$ cat config.mk
export PLATFORM = sky130hd
export DESIGN_NAME = slm_front
export DESIGN_NICKNAME = d
export VERILOG_FILES = /design/src/rtl/stereo_loopback_mixer_assert.svh /design/src/rtl/slm_pkg.sv /design/src/rtl/slm_front.sv
export SDC_FILE = /design/constraint.sdc
export NUM_CORES = 1
export LEC_CHECK = 0
export BUFFER_PORTS_ARGS = -buffer_cell sky130_fd_sc_hd__buf_2
export CAP_MARGIN = 10
export CORE_MARGIN = 2
export CORE_UTILIZATION = 30
export CTS_CLUSTER_SIZE = 30
export DETAILED_ROUTE_END_ITERATION = 12
export PLACE_DENSITY = 0.66
export SLEW_MARGIN = 5
export SYNTH_ARGS = -nofsm -noshare
export SYNTH_HDL_FRONTEND = slang
export SYNTH_SLANG_ARGS = --single-unit
$ cat constraint.sdc
create_clock -name clk -period 14.9 [get_ports clk]
set_input_delay 2.98 -clock clk [delete_from_list [all_inputs] [get_ports clk]]
set_output_delay 2.98 -clock clk [all_outputs]
set_load 0.01 [all_outputs]
$ cat src/rtl/stereo_loopback_mixer_assert.svh
// assertion macros for the stereo loopback mixer
`ifndef STEREO_LOOPBACK_MIXER_ASSERT_SVH
`define STEREO_LOOPBACK_MIXER_ASSERT_SVH

`ifndef SYNTH

`define SLM_ASSERT_NEVER(lbl, cond) \
  lbl: assert property (@(posedge clk) disable iff (rst) !(cond)) \
    else $error("slm: forbidden condition seen");

`define SLM_ASSERT_IMPL(lbl, ante, cons) \
  lbl: assert property (@(posedge clk) disable iff (rst) (ante) |-> (cons)) \
    else $error("slm: implication failed");

`else

`define SLM_ASSERT_NEVER(lbl, cond)

`define SLM_ASSERT_IMPL(lbl, ante, cons)

`endif

`endif

$ cat src/rtl/slm_pkg.sv
package slm_pkg;

  localparam int CAP_W       = 32;
  localparam int SAMPLE_W    = 24;
  localparam int GAIN_W      = 16;
  localparam int OUT_W       = 32;
  localparam int COUNT_W     = 32;
  localparam int SUMSQ_W     = 64;
  localparam int PROD_W      = SAMPLE_W + GAIN_W;
  localparam int SQ_W        = 2 * SAMPLE_W;
  localparam int SUM_W       = PROD_W + 2;
  localparam int BIAS_W      = 37;
  localparam int PLAY_SHIFT  = 12;
  localparam int LIM_SHIFT   = 35;
  localparam int RND_SHIFT   = 4;
  localparam int QUEUE_DEPTH = 4;

  localparam int CFG_INDEX_W = 3;
  localparam int CFG_DATA_W  = GAIN_W;

  localparam logic [CFG_INDEX_W-1:0] REG_GAIN_CH1_L = 3'd0;
  localparam logic [CFG_INDEX_W-1:0] REG_GAIN_CH2_L = 3'd1;
  localparam logic [CFG_INDEX_W-1:0] REG_GAIN_CH1_R = 3'd2;
  localparam logic [CFG_INDEX_W-1:0] REG_GAIN_CH2_R = 3'd3;

  localparam logic [OUT_W-1:0] OUT_MAX = 32'h7fff_ffff;

  typedef struct packed {
    logic signed [SAMPLE_W-1:0] cap1;
    logic signed [SAMPLE_W-1:0] cap2;
    logic [SAMPLE_W-1:0]        mag1;
    logic [SAMPLE_W-1:0]        mag2;
    logic signed [SAMPLE_W-1:0] play_l;
    logic signed [SAMPLE_W-1:0] play_r;
  } item_t;

  typedef struct packed {
    logic full;
    logic empty;
  } qstat_t;

endpackage

$ cat src/rtl/slm_front.sv
module slm_front (
  input  logic                                   clk,
  input  logic                                   rst,
  input  logic                                   in_valid,
  output logic                                   in_stall,
  input  logic signed [slm_pkg::CAP_W-1:0]       cap_ch1,
  input  logic signed [slm_pkg::CAP_W-1:0]       cap_ch2,
  input  logic signed [slm_pkg::SAMPLE_W-1:0]    play_left,
  input  logic signed [slm_pkg::SAMPLE_W-1:0]    play_right,
  input  logic                                   q_full,
  output logic                                   push,
  output slm_pkg::item_t                         item
);

  logic                           held;
  logic                           take;
  logic                           bad;
  logic [slm_pkg::SAMPLE_W-1:0]   c1;
  logic [slm_pkg::SAMPLE_W-1:0]   c2;
  logic [slm_pkg::SAMPLE_W-1:0]   m1;
  logic [slm_pkg::SAMPLE_W-1:0]   m2;

  assign in_stall = held && q_full;
  assign push     = held && !q_full;
  assign take     = in_valid && !in_stall;

  assign bad = (cap_ch1[7:0] != 8'd0) || (cap_ch2[7:0] != 8'd0);
  assign c1  = cap_ch1[slm_pkg::CAP_W-1:8];
  assign c2  = cap_ch2[slm_pkg::CAP_W-1:8];
  assign m1  = c1[slm_pkg::SAMPLE_W-1] ? (~c1 + 1'b1) : c1;
  assign m2  = c2[slm_pkg::SAMPLE_W-1] ? (~c2 + 1'b1) : c2;

  // invalid frames are dropped here
  always_ff @(posedge clk) begin
    if (rst) begin
      held <= 1'b0;
    end else if (take) begin
      held <= !bad;
    end else if (push) begin
      held <= 1'b0;
    end
  end

  always_ff @(posedge clk) begin
    if (take) begin
      item.cap1   <= c1;
      item.cap2   <= c2;
      item.mag1   <= m1;
      item.mag2   <= m2;
      item.play_l <= play_left;
      item.play_r <= play_right;
    end
  end

endmodule

==> flow_summary.toml <==
[status]
status = "finished clean"

[layout]
fin_nets = 694
fraction_of_layout_cells_with_a_size_suffix_above_1_pct = 52.3
layout.core_utilization_pct = 42.7
stdcell_area_um2 = 7620
area_growth_pct = 40.9

[yosys]
synth.yosys.warnings = 0
synth-seq-area-share_pct = 79.2
synthDominantCellAreaShare_pct = 78.8
number_of_enable_flip_flop_cells_after_synthesis = 142
synth_top_flop_cell = "sky130_fd_sc_hd__edfxtp_1"
syn-cell-area_um2 = 5410
avgSynthCellArea_um2 = 18.0
ys_ff_latch = 143
async_s_r_ff_share_synth_pct = 0
synth_nets = 419
yosysTopAreaCell = "sky130_fd_sc_hd__edfxtp_1"
netlist_instances = 301
synth.distinct_cells = 35
netlist_top_cells_area = "sky130_fd_sc_hd__edfxtp_1 79%, sky130_fd_sc_hd__xnor2_1 6.8%, sky130_fd_sc_hd__o31ai_1 1.5%"

[placed_design]
dpl.hpwl_um = 9920
portbufs = 261
postPlaceCellArea_um2 = 6980
gp_routability_congestion = 0.808

[min_path]
hold_end = "held$_SDFFE_PP0P_"
worstHoldStart = "held$_SDFFE_PP0P_"
depth_of_the_worst_hold_timing_path = 2
hp-class = "flip-flop to flip-flop"

[timing]
period_share_pct = 42.5
max-slew-margin-rel_pct = 30.6
final_period_minus_worst_setup_slack_ns = 6.34
setup_viol = 0
worst_pin_slew_ns = 1.04
rsz0062_at_grt = "false"
fin_worst_skew_ns = 0.0107
setup_total_negative_slack_ns = 0
timing_hold_violations_final = 0
max_freq_ghz = 0.158
slew_violations = 0

[cts]
clkSlewWorstSetupHoldPaths_ns = 0.06
cts-buffers-inserted = 17
post_cts_gate_resize_count = 0
post-cts-setup-buffers = 0
cts.sinks = 143
worst_skew_pair.late_latency_ns = 0.42
postCtsHoldBufs = 0
htreeDepth = 4
cts.path.max_buffers = 2
cts_tree = "built"
root_buffer_selected_by_cts = "sky130_fd_sc_hd__clkbuf_16"

[setup_path]
worst_setup_path_end_kind = "primary output"
timing_worst_setup_path_type = "input pin to primary output"
worstPathArrival_ns = 3.36
critical_path.reg2reg.endpoint = "item[19]$_DFFE_PP_"
reg2reg_setup_slack_ns = 12.44
worstSetupStartpointType = "input pin"
timing.critical_path.required_ns = 11.92
timing.reg2reg.worst_path_depth = 3
critical_path_peak_fanout = 3
worst_r2r_startpoint = "held$_SDFFE_PP0P_"

[detailed_routing]
routed-wl-met3_um = 874
drt_first_iter_violations = 157
post_drt_wl_per_cell_um = 16.2
ant_nets = 0
total_routed_wirelength_um = 13200
drt-pass1-iter-count = 5
drt-met1-wl_um = 5620
route.met2.wl_um = 6520
routed-via-count = 3660
drc_errors = 0
detail_route.vias_per_cell = 4.47
route.top_layer_used = "met4"

[global_routing]
grt_antenna_before_repair = 1
grt_first_pass_wirelength_um = 20600
grt_max_degree = 82
globalRouteOverflowTotal = 0
total_track_usage_pct = 13.9
first_global_vias = 3754

[die]
num_io_pins = 262
die-width_um = 138
floorplan.die.height_um = 138
core_area_um2 = 17800
floorplan.die_area_um2 = 19100
initial_core_util_pct = 30.3
num_rows = 49

[power_and_ir_drop]
power_report.internal_total_mw = 0.811
max-vdd-ir-drop_mv = 0.0808
cellPowerDensity_nw_per_um2 = 138
netSwitchingFraction_pct = 22.8
p_leak_nw = 3.03
pwr-share-clk_pct = 43.1
seq_power_share_pct = 46.8
net-switching-power_mw = 0.240
comb_power_share_pct = 10.2

[flow_run]
cap_viol_max_count = 0
[layer usage]
layer  track usage [%]  vias to the layer above
li1                  -                     1733
met1              17.3                     1742
met2              22.4                      173
met3              4.26                       12
met4              6.12                        0
met5                 0                        -
[final cells by class]
class | instances | area, um^2
clock inverters | 14 | 205
inverters | 6 | 22.5
flip-flops and latches | 143 | 4280
clock buffers | 18 | 429
multi-input cells | 146 | 1070
diodes | 1 | 2.50
fillers | 1637 | 10200
well taps | 229 | 287
repair buffers | 262 | 1310
[worst max-delay path, stage by stage]
cell	delay [ns]
sky130_fd_sc_hd__buf_2	0.10
sky130_fd_sc_hd__nand2_1	0.10
sky130_fd_sc_hd__inv_1	0.04
sky130_fd_sc_hd__buf_2	0.13
[layout by cell type, fill, tap and decap left out, types with 2 or more instances in the layout]
| master | n |
|---|---|
| sky130_fd_sc_hd__nor4_2 | 2 |
| sky130_fd_sc_hd__clkinvlp_4 | 3 |
| sky130_fd_sc_hd__nand4_1 | 5 |
| sky130_fd_sc_hd__xnor2_1 | 42 |
| sky130_fd_sc_hd__nor3_1 | 8 |
| sky130_fd_sc_hd__o21ai_0 | 14 |
| sky130_fd_sc_hd__bufinv_16 | 4 |
| sky130_fd_sc_hd__inv_6 | 4 |
| sky130_fd_sc_hd__nand2b_1 | 4 |
| sky130_fd_sc_hd__o41ai_1 | 3 |
| sky130_fd_sc_hd__buf_2 | 261 |
| sky130_fd_sc_hd__nand2_1 | 20 |
| sky130_fd_sc_hd__o31ai_1 | 11 |
| sky130_fd_sc_hd__inv_1 | 6 |
| sky130_fd_sc_hd__nand3_1 | 4 |
| sky130_fd_sc_hd__inv_8 | 2 |
| sky130_fd_sc_hd__or3_4 | 2 |
| sky130_fd_sc_hd__o41ai_2 | 4 |
| sky130_fd_sc_hd__nor2_1 | 5 |
| sky130_fd_sc_hd__edfxtp_1 | 142 |
| sky130_fd_sc_hd__nor4b_1 | 2 |
| sky130_fd_sc_hd__nor4_1 | 3 |
| sky130_fd_sc_hd__or4_1 | 2 |
| sky130_fd_sc_hd__ha_1 | 2 |
| sky130_fd_sc_hd__nor3_2 | 2 |
| sky130_fd_sc_hd__clkbuf_16 | 17 |
[kinds of logic (layout without fill, tap and decap cells)]
| family | Yosys count | after routing | share of synthesized area (%) |
|---|---|---|---|
| AO/OA/AOI/OAI | 34 | 34 | 4.70 |
| XOR/XNOR | 42 | 42 | 6.80 |
| adder cells (fa/ha/maj) | 2 | 2 | 0.463 |
| buffers and inverters | 12 | 300 | 0.972 |
| flip-flops | 143 | 143 | 79.2 |
| other | 0 | 1 | 0 |
| AND/OR/NAND/NOR | 68 | 68 | 7.87 |
[cell usage after synthesis (3+ instances only)]
library cell / count
sky130_fd_sc_hd__o21ai_0: 14
sky130_fd_sc_hd__nand2b_1: 4
sky130_fd_sc_hd__nor4_1: 3
sky130_fd_sc_hd__nor2_1: 5
sky130_fd_sc_hd__o41ai_1: 3
sky130_fd_sc_hd__nand2_1: 20
sky130_fd_sc_hd__xnor2_1: 42
sky130_fd_sc_hd__o31ai_1: 11
sky130_fd_sc_hd__o41ai_2: 4
sky130_fd_sc_hd__nand3_1: 4
sky130_fd_sc_hd__inv_1: 6
sky130_fd_sc_hd__edfxtp_1: 142
sky130_fd_sc_hd__nor3_1: 8
sky130_fd_sc_hd__nand4_1: 5
[per-stage QoR]
stage	setup slack (ns)	hold WS, ns	cells	power, mW
2_1_floorplan	8.06	0.457	301	0.547
3_5_place_dp	8.56	0.503	786	0.609
4_1_cts	8.56	0.517	818	1.07
5_1_grt	8.53	0.567	818	1.09
6_report	8.56	0.516	819	1.05
3_3_place_gp	8.57	0.487	786	0.606
[worst max-delay path by stage]
stage	end	start	slack, ns	cells past startpoint
floorplan	item[0]$_DFFE_PP_	q_full	8.06	2
global placement	in_stall	q_full	8.57	4
detailed placement	in_stall	q_full	8.56	4
CTS	in_stall	q_full	8.56	4
global route	in_stall	q_full	8.53	4
finish	in_stall	q_full	8.56	4
[state kept, by name, indices dropped and copies added, names as in the netlist]
name,count
item,142
held,1
[power by group through the flow]
stage	Combinational (mW)	Clock [mW]	Sequential [mW]
global placement	0.107	0	0.499
global route	0.116	0.483	0.495
CTS	0.109	0.466	0.493
finish	0.107	0.453	0.492
floorplan	0.0252	0	0.522
detailed placement	0.109	0	0.501
Power figures use the tool's default switching activity.
