==> config.mk <==
export PLATFORM = sky130hd
export DESIGN_NAME = slm_queue
export DESIGN_NICKNAME = d
export VERILOG_FILES = /design/src/rtl/stereo_loopback_mixer_assert.svh /design/src/rtl/slm_pkg.sv /design/src/rtl/slm_queue.sv
export SDC_FILE = /design/constraint.sdc
export NUM_CORES = 1
export LEC_CHECK = 0
export ABC_AREA = 1
export BUFFER_PORTS_ARGS = -buffer_cell sky130_fd_sc_hd__buf_4
export CORE_MARGIN = 2
export CORE_UTILIZATION = 30
export CTS_CLUSTER_DIAMETER = 100
export CTS_CLUSTER_SIZE = 30
export DETAILED_ROUTE_END_ITERATION = 6
export GPL_TIMING_DRIVEN = 0
export PLACE_DENSITY = 0.46
export SETUP_SLACK_MARGIN = 0.3
export SKIP_LAST_GASP = 1
export SLEW_MARGIN = 25
export SYNTH_ARGS = -nofsm -noshare
export SYNTH_HDL_FRONTEND = slang
export SYNTH_SLANG_ARGS = --single-unit
==> constraint.sdc <==
create_clock -name clk -period 4.8 [get_ports clk]
set_input_delay 0.72 -clock clk [delete_from_list [all_inputs] [get_ports clk]]
set_output_delay 0.72 -clock clk [all_outputs]
set_load 0.02 [all_outputs]
==> src/rtl/stereo_loopback_mixer_assert.svh <==
// assertion macros for the stereo loopback mixer
`ifndef STEREO_LOOPBACK_MIXER_ASSERT_SVH
`define STEREO_LOOPBACK_MIXER_ASSERT_SVH

`ifndef SYNTH

`define SLM_ASSERT_NEVER(lbl, cond) \
  lbl: assert property (@(posedge clk) disable iff (rst) !(cond)) \
    else $error("slm: forbidden condition seen");

`define SLM_ASSERT_IMPL(lbl, ante, cons) \
  lbl: assert property (@(posedge clk) disable iff (rst) (ante) |-> (cons)) \
    else $error("slm: implication failed");

`else

`define SLM_ASSERT_NEVER(lbl, cond)

`define SLM_ASSERT_IMPL(lbl, ante, cons)

`endif

`endif

==> src/rtl/slm_pkg.sv <==
package slm_pkg;

  localparam int CAP_W       = 32;
  localparam int SAMPLE_W    = 24;
  localparam int GAIN_W      = 16;
  localparam int OUT_W       = 32;
  localparam int COUNT_W     = 32;
  localparam int SUMSQ_W     = 64;
  localparam int PROD_W      = SAMPLE_W + GAIN_W;
  localparam int SQ_W        = 2 * SAMPLE_W;
  localparam int SUM_W       = PROD_W + 2;
  localparam int BIAS_W      = 37;
  localparam int PLAY_SHIFT  = 12;
  localparam int LIM_SHIFT   = 35;
  localparam int RND_SHIFT   = 4;
  localparam int QUEUE_DEPTH = 4;

  localparam int CFG_INDEX_W = 3;
  localparam int CFG_DATA_W  = GAIN_W;

  localparam logic [CFG_INDEX_W-1:0] REG_GAIN_CH1_L = 3'd0;
  localparam logic [CFG_INDEX_W-1:0] REG_GAIN_CH2_L = 3'd1;
  localparam logic [CFG_INDEX_W-1:0] REG_GAIN_CH1_R = 3'd2;
  localparam logic [CFG_INDEX_W-1:0] REG_GAIN_CH2_R = 3'd3;

  localparam logic [OUT_W-1:0] OUT_MAX = 32'h7fff_ffff;

  typedef struct packed {
    logic signed [SAMPLE_W-1:0] cap1;
    logic signed [SAMPLE_W-1:0] cap2;
    logic [SAMPLE_W-1:0]        mag1;
    logic [SAMPLE_W-1:0]        mag2;
    logic signed [SAMPLE_W-1:0] play_l;
    logic signed [SAMPLE_W-1:0] play_r;
  } item_t;

  typedef struct packed {
    logic full;
    logic empty;
  } qstat_t;

endpackage

==> src/rtl/slm_queue.sv <==
module slm_queue #(
  parameter int DEPTH = slm_pkg::QUEUE_DEPTH
) (
  input  logic            clk,
  input  logic            rst,
  input  logic            push,
  input  slm_pkg::item_t  push_item,
  input  logic            pop,
  output slm_pkg::item_t  head,
  output slm_pkg::qstat_t stat
);

  localparam int PTR_W = (DEPTH > 1) ? $clog2(DEPTH) : 1;
  localparam int CNT_W = $clog2(DEPTH + 1);

  slm_pkg::item_t     mem [DEPTH];
  logic [PTR_W-1:0]   wr_ptr;
  logic [PTR_W-1:0]   rd_ptr;
  logic [CNT_W-1:0]   count;

  assign head       = mem[rd_ptr];
  assign stat.full  = (count == CNT_W'(DEPTH));
  assign stat.empty = (count == '0);

  always_ff @(posedge clk) begin
    if (push) begin
      mem[wr_ptr] <= push_item;
    end
  end

  always_ff @(posedge clk) begin
    if (rst) begin
      wr_ptr <= '0;
      rd_ptr <= '0;
      count  <= '0;
    end else begin
      if (push) begin
        wr_ptr <= (wr_ptr == PTR_W'(DEPTH - 1)) ? '0 : wr_ptr + 1'b1;
      end
      if (pop) begin
        rd_ptr <= (rd_ptr == PTR_W'(DEPTH - 1)) ? '0 : rd_ptr + 1'b1;
      end
      if (push && !pop) begin
        count <= count + 1'b1;
      end else if (pop && !push) begin
        count <= count - 1'b1;
      end
    end
  end

endmodule

==> implementation parameters, run 1 <==
Parameter                              Value

Drt
  Number of design rule violations left after detail routing    0
  Total detailed-routing wirelength    59500 um
  DR vias/cell    around 4.7
  Violation count after the first detailed-route iteration    871
  Router iterations before antenna repair    5
  Antenna-violating nets left    0
  DR WL/cell    21.7 um
  Via count    ~13000

Pwr
  Areal power density over the cells    384 mW/mm2
  Worst-case vdd ir drop    0.329 mV
  Pwr Total    10100 uW
  Static power due to leakage    ~0.009 uW

Finish
  Area growth syn-to-layout    20.1%
  Fill cell total of the finished layout    between 6000 and 7000
  Layout Nets    1933
  Core occupancy in the finished layout    0.365
  Most common cell after layout, fill and taps aside    edfxtp_1
  Final design instance area without fill    0.0262 mm2
  Inserted Diodes    0
  Ratio of cells with drive above 1 in the final layout    0.219
  Leading cell types in the layout, fill and taps excluded    edfxtp_1 (576), buf_4 (298), nor2_1 (296)
  Number of standard cells in the final layout excluding fillers    2738

Timing
  Final Critical Period    between 3 and 4 ns
  Tightest slew margin relative to the limit    0.552
  Max-slew violations    0
  Pin slew with the least headroom to its limit    0.673 ns
  Final-layout setup total negative slack    0 ns
  Final setup viols    0
  Setup skew after layout    0.0130 ns
  Fmax    293 MHz
  Share of the cycle needed by the critical path after routing    0.710
  Setup repair after global routing missed its margin    false
  Final-report hold violation count    0

Synthesis
  Synthesized netlist cell count    about 1500
  Synthesized area per cell    between 15 and 20 um2
  Count of unique library cells instantiated by Yosys    24
  Area of the mapped netlist    between 0.02 and 0.025 mm2
  Sequential element share of the synthesized area    0.802
  Synth Net Count    1606
  Yosys warns    0
  Count of state elements after synthesis    between 500 and 600

Global routing
  Largest net degree at the start of global routing    75
  GRT Residual Overflow    0
  All-layer global routing usage    0.154
  First-pass GRT wire length    around 86000 um
  Via count of the first global-routing pass    13082
  Initial antenna violation count    3

Critical path
  Cell chain of the critical path    buf_4, clkinv_2, buf_2, buf_2, o21ai_1, o22ai_1, buf_4
  Crit path DAT    approximately 2.7 ns
  Critical path data required time    4.08 ns
  Cell with the biggest individual delay on the critical path    buf_2
  CP startpoint kind    register
  Class of the most critical setup path    register to primary output
  Largest stage delay on the critical path    0.43 ns
  Count of buffer and inverter cells on the critical path    5
  Category of the worst setup path capture point    primary output
  Crit path max fanout    10
  CP top delay family    buffers and inverters

Clock network
  CTS tree    done
  Clock latency at the later pin of the worst-skew pair    0.59 ns
  Cts bufs inserted    25
  Post-cts resize count    0
  Clk root buf    clkbuf_16
  Clk sinks    585
  CTS Hold Buffers Added    0
  CTS Buffer Depth    3
  # H-tree levels    1
  Clock-pin slew reported for the worst setup and hold paths after clock tree synthesis    0.11 ns
  Buffers inserted by post-CTS timing repair    0

Place
  HPWL after detailed placement    between 30000 and 40000 um
  # port buffers    approximately 300
  Inst Count DP    2701
  Last weighted congestion value of the routability-driven placer    0.724
  Area post-placement    about 0.025 mm2

Run
  Max capacitance violation total    0

Floorplanning
  Effective utilization at floorplan    0.304
  Area of the die    0.0749 mm2
  Core region area    0.0717 mm2
  Floorplan row count    98
  Die height    between 200 and 300 um
  Number of top-level pins    294
  Die extent in x    274 um

Status
  Result of the run    finished clean

Min path
  Path category of the worst min-delay check    input port to register
## cells in the mapped netlist (all sizes together)
library cell / number / area, um2
nand4: 1 / 6.26
buf: 51 / 447
a21oi: 3 / 15.0
clkbuf: 43 / 163
ha: 6 / 75.1
fa: 1 / 20.0
nand3: 1 / 5.00
xor2: 1 / 8.76
dfxtp: 9 / 180
nand2: 8 / 30.0
clkinv: 1 / 5.00
nor3: 4 / 20.0
edfxtp: 576 / 17300
o22ai: 144 / 901
inv: 15 / 63.8
nor2: 296 / 1110
o21ai: 291 / 1460
## per-stage QoR
step	setup WS (ns)	hold WS, ns
4_1_cts	1.24	0.262
3_3_place_gp	-2.20	0.515
3_5_place_dp	1.92	0.533
6_report	1.39	0.307
5_1_grt	1.21	0.268
2_1_floorplan	0.775	0.490
## flip-flops by register name, indices dropped and copies added (netlist names), named ones only
name	cells
count	3
mem	576
rd_ptr	2
wr_ptr	2
## kinds of logic (layout without fill, tap and decap cells)
logic type / count (synthesis) / in the layout / synth area share
and+or+nand+nor: 310 / 310 / 0.0538
buffers and inverters: 110 / 447 / 0.0311
xor gates and xnor gates: 1 / 1 / 0.000402
AOI/OAI and AO/OA: 438 / 438 / 0.109
adders and majority gates: 7 / 7 / 0.00436
DFF: 585 / 585 / 0.802
## path summary, 6_finish.rpt
path | from | end | slack [ns] | cells after the start
worst max-delay path | register | head[85] | 1.39 | 7
worst max register to register | wr_ptr[0] | mem[2][134] | 2.69 | 5
worst min-delay path | rst | count[0] | 0.31 | 2
worst min register to register | wr_ptr[1] | wr_ptr[1] | 0.54 | 2
## worst register-to-register path, cell delays in order, from the launching register on
cell and delay, ns:
dfxtp_1 0.37, inv_1 0.10, ha_1 0.15, nand2_1 0.13, inv_8 0.45, buf_16 0.39
## area by class of cell
type                    count  area [um2]  share of cell area
flip-flops and latches    585       17500               0.667
multi-input cells         756        3650               0.139
repair buffers            300        2390              0.0913
well taps                 950        1190              0.0454
clock buffers              26         629              0.0240
plain buffers              94         609              0.0233
clock inverters            11         145             0.00554
inverters                  16        98.8             0.00377
## where the power goes
part           switching (uW)  total, uW  leakage, uW  internal, uW
Clock                    1580       2680     0.000378          1100
Combinational             971       1500      0.00314           530
Sequential               45.2       5880      0.00537          5830
## per-layer routing
layer  GRT usage  part of all wire  vias to the layer above
li1            -                 -                     6121
met1       0.201              0.42                     6490
met2       0.267              0.51                      258
met3      0.0319             0.058                       48
met4      0.0249             0.013                        4
met5           0           0.00044                        -
(Power assumes the default switching activity.)
==> inputs of run 2 (changes only) <==
==> constraint.sdc (replaced) <==
create_clock -name clk -period 3.2 [get_ports clk]
set_input_delay 0.48 -clock clk [delete_from_list [all_inputs] [get_ports clk]]
set_output_delay 0.48 -clock clk [all_outputs]
set_load 0.02 [all_outputs]
==> run 2 against run 1 <==
Core utilization up 0.95 points. Setup slack worse by 0.98 ns. Wire length up 1.5%. Critical path depth up 1. Register-to-register slack worse by 1.7 ns. Sequential cell count unchanged. Worst hold slack worse by 0.26 ns. Final area up 2.6%. Die area unchanged. Largest power group unchanged. Highest routed layer unchanged.
==> implementation parameters, run 2 (synthesis gave the netlist of run 1 again) <==
Parameter                              Value

Clock network
  Buffers inserted by post-CTS timing repair    0 (unchanged)
  Cts bufs inserted    26 (was 25)
  Clk root buf    clkbuf_16 (unchanged)
  # H-tree levels    1 (unchanged)
  CTS Buffer Depth    3 (unchanged)
  Clock-pin slew reported for the worst setup and hold paths after clock tree synthesis    0.12 ns (was 0.11 ns)
  Clk sinks    585 (unchanged)
  Clock latency at the later pin of the worst-skew pair    0.62 ns (was 0.59 ns)
  CTS tree    done (unchanged)

Pwr
  Combinational power share    0.154 (was 0.149)
  Areal power density over the cells    571 mW/mm2 (was 384 mW/mm2)
  Net Sw Power    4000 uW (was 2600 uW)
  Pwr Total    15300 uW (was 10100 uW)
  Switching power as a share of total power    0.261 (was 0.258)
  Static power due to leakage    0.00921 uW (was 0.00888 uW)
  Relative contribution of the clock network to total power    0.271 (was 0.266)
  Cell internal power dissipation    11300 uW (was 7460 uW)
  Share of total power in sequential cells    0.575 (was 0.584)
  Worst-case vdd ir drop    0.410 mV (was 0.329 mV)

Run
  Max capacitance violation total    0 (unchanged)

Global routing
  First-pass GRT wire length    87200 um (was 86300 um)
  Largest net degree at the start of global routing    32 (was 75)
  All-layer global routing usage    0.156 (was 0.154)
  GRT Residual Overflow    0 (unchanged)
  Via count of the first global-routing pass    13273 (was 13082)
  Initial antenna violation count    4 (was 3)

Critical path
  Cell chain of the critical path    buf_12, buf_12, inv_12, buf_16, buf_6, nor2_1, o22ai_1, buf_4 (was buf_4, clkinv_2, buf_2, buf_2, o21ai_1, o22ai_1, buf_4)
  Number of cells traversed by the worst register-to-register path    8 (was 5)
  Count of buffer and inverter cells on the critical path    6 (was 5)
  Total stage count of the critical path    8 (was 7)
  Most common cell type on the critical path    buf_12
  Crit path max fanout    11 (was 10)
  Critical path data required time    2.72 ns (was 4.08 ns)
  CP top delay family    buffers and inverters (unchanged)
  Crit path DAT    2.31 ns (was 2.69 ns)
  Category of the worst setup path capture point    primary output (unchanged)
  Cell with the biggest individual delay on the critical path    dfxtp_1 (was buf_2)
  Class of the most critical setup path    register to primary output (unchanged)
  CP startpoint kind    register (unchanged)
  Largest stage delay on the critical path    0.34 ns (was 0.43 ns)

Finish
  Layout Nets    1955 (was 1933)
  Flip-flop count of the largest register after layout    576 (unchanged)
  Largest reg by FF count    mem (unchanged)
  Ratio of cells with drive above 1 in the final layout    0.256 (was 0.219)
  Registers with the most flip-flops    mem (576), count (3) (unchanged)
  Area growth syn-to-layout    23.2% (was 20.1%)
  Number of standard cells in the final layout excluding fillers    2770 (was 2738)
  Final design instance area without fill    0.0269 mm2 (was 0.0262 mm2)
  Leading cell types in the layout, fill and taps excluded    edfxtp_1 (576), buf_4 (307), nor2_1 (296) (was edfxtp_1 (576), buf_4 (298), nor2_1 (296))
  Most common cell after layout, fill and taps aside    edfxtp_1 (unchanged)

Place
  # port buffers    293 (unchanged)
  Area post-placement    0.0258 mm2 (was 0.0254 mm2)
  Inst Count DP    2719 (was 2701)
  Last weighted congestion value of the routability-driven placer    0.732 (was 0.724)
  Worst slack at placement    0.585 ns (was 1.92 ns)
  HPWL after detailed placement    39200 um (was 36500 um)

Min path
  Worst hold path cell count    1 (was 2)
  Path category of the worst min-delay check    input port to register (unchanged)

Floorplanning
  Area of the die    0.0749 mm2 (unchanged)
  Floorplan row count    98 (unchanged)
  Core region area    0.0717 mm2 (unchanged)
  Effective utilization at floorplan    0.304 (unchanged)
  Die height    274 um (unchanged)
  Number of top-level pins    294 (unchanged)
  Die extent in x    274 um (unchanged)

Status
  Result of the run    finished clean (unchanged)

Drt
  Total detailed-routing wirelength    60300 um (was 59500 um)
  Via count    13053 (was 12921)
  Antenna-violating nets left    0 (unchanged)
  Violation count after the first detailed-route iteration    897 (was 871)
  DR vias/cell    4.71 (was 4.72)
  DR WL/cell    21.8 um (was 21.7 um)
  Router iterations before antenna repair    5 (unchanged)
  Number of design rule violations left after detail routing    0 (unchanged)

Timing
  Share of the cycle needed by the critical path after routing    0.870
  Final setup viols    0 (unchanged)
  Max-slew violations    0 (unchanged)
  Tightest slew margin relative to the limit    0.658 (was 0.552)
  Pin slew with the least headroom to its limit    0.513 ns (was 0.673 ns)
  Setup skew after layout    0.0360 ns (was 0.0130 ns)
  Fmax    359 MHz
  Final-report hold violation count    0 (unchanged)
  Setup repair after global routing missed its margin    true (was false)
  Final-layout setup total negative slack    0 ns (unchanged)
  Fin worst setup slack    0.414 ns (was 1.39 ns)
  Final Critical Period    2.79 ns
## run 2: changes by cell type in the layout (fill, tap and decap cells not counted), moves of 9 or more
| cell | delta |
|---|---|
| clkbuf_1 | -27 |
| clkbuf_2 | +26 |
| buf_12 | +23 |
| buf_2 | -16 |
| buf_4 | +9 |
## run 2: timing repair
action / CTS / global route
endpoints found under the hold margin: 1 / 0
endpoints found under the setup margin: 144 / 50
pin swaps: 1 / 1
hold buffers: 1 / 0
gates cloned: 1 / 1
gates resized for setup: 55 / 33
## run 2: worst paths after layout
check	startpoint	endpoint	slack (ns)
worst min register to register	wr_ptr[1]	wr_ptr[1]	0.50
worst max register to register	wr_ptr[1]	mem[1][134]	0.96
worst min-delay path	push_item[45]	mem[0][45]	0.05
worst max-delay path	register	head[8]	0.41
## run 2: layout make-up
| class | instances | area, um2 |
|---|---|---|
| Antenna cell | 4 | 10.0 |
| Buffer | 94 | 758 |
| Clock buffer | 32 | 694 |
| Clock inverter | 12 | 149 |
| Fill cell | 6827 | 44900 |
| Inverter | 16 | 92.6 |
| Multi-Input combinational cell | 756 | 3710 |
| Sequential cell | 585 | 17500 |
| Tap cell | 950 | 1190 |
| Timing Repair Buffer | 321 | 2790 |
## run 2: layer usage
layer	track usage	vias to the layer above	wire, um
met4	0.0342	6	1230
met2	0.267	273	30100
met3	0.0346	53	3410
met1	0.203	6547	25600
met5	0	-	41
li1	-	6174	-
## run 2: per-stage QoR
step                      hold WS, ns  utilization
after floorplan                 0.460            -
after global placement          0.483        0.352
after detailed placement        0.488        0.359
after CTS                    0.000578        0.374
after global routing           0.0105        0.375
final                          0.0505        0.375
## run 2: worst reg2reg max path, cell delays in order, from the launching register on
cell,delay (ns)
dfxtp_2,0.38
inv_2,0.05
ha_1,0.18
nand2_2,0.08
clkinvlp_4,0.40
buf_16,0.33
buf_16,0.18
buf_16,0.19
buf_16,0.18
## run 2: power groups by stage
stage	combinational, uW	clock [uW]	sequential [uW]
floorplan	1140	0	9010
global placement	2270	0	9050
detailed placement	2360	0	8990
CTS	2410	4330	8820
global route	2570	4570	8840
finish	2370	4160	8820
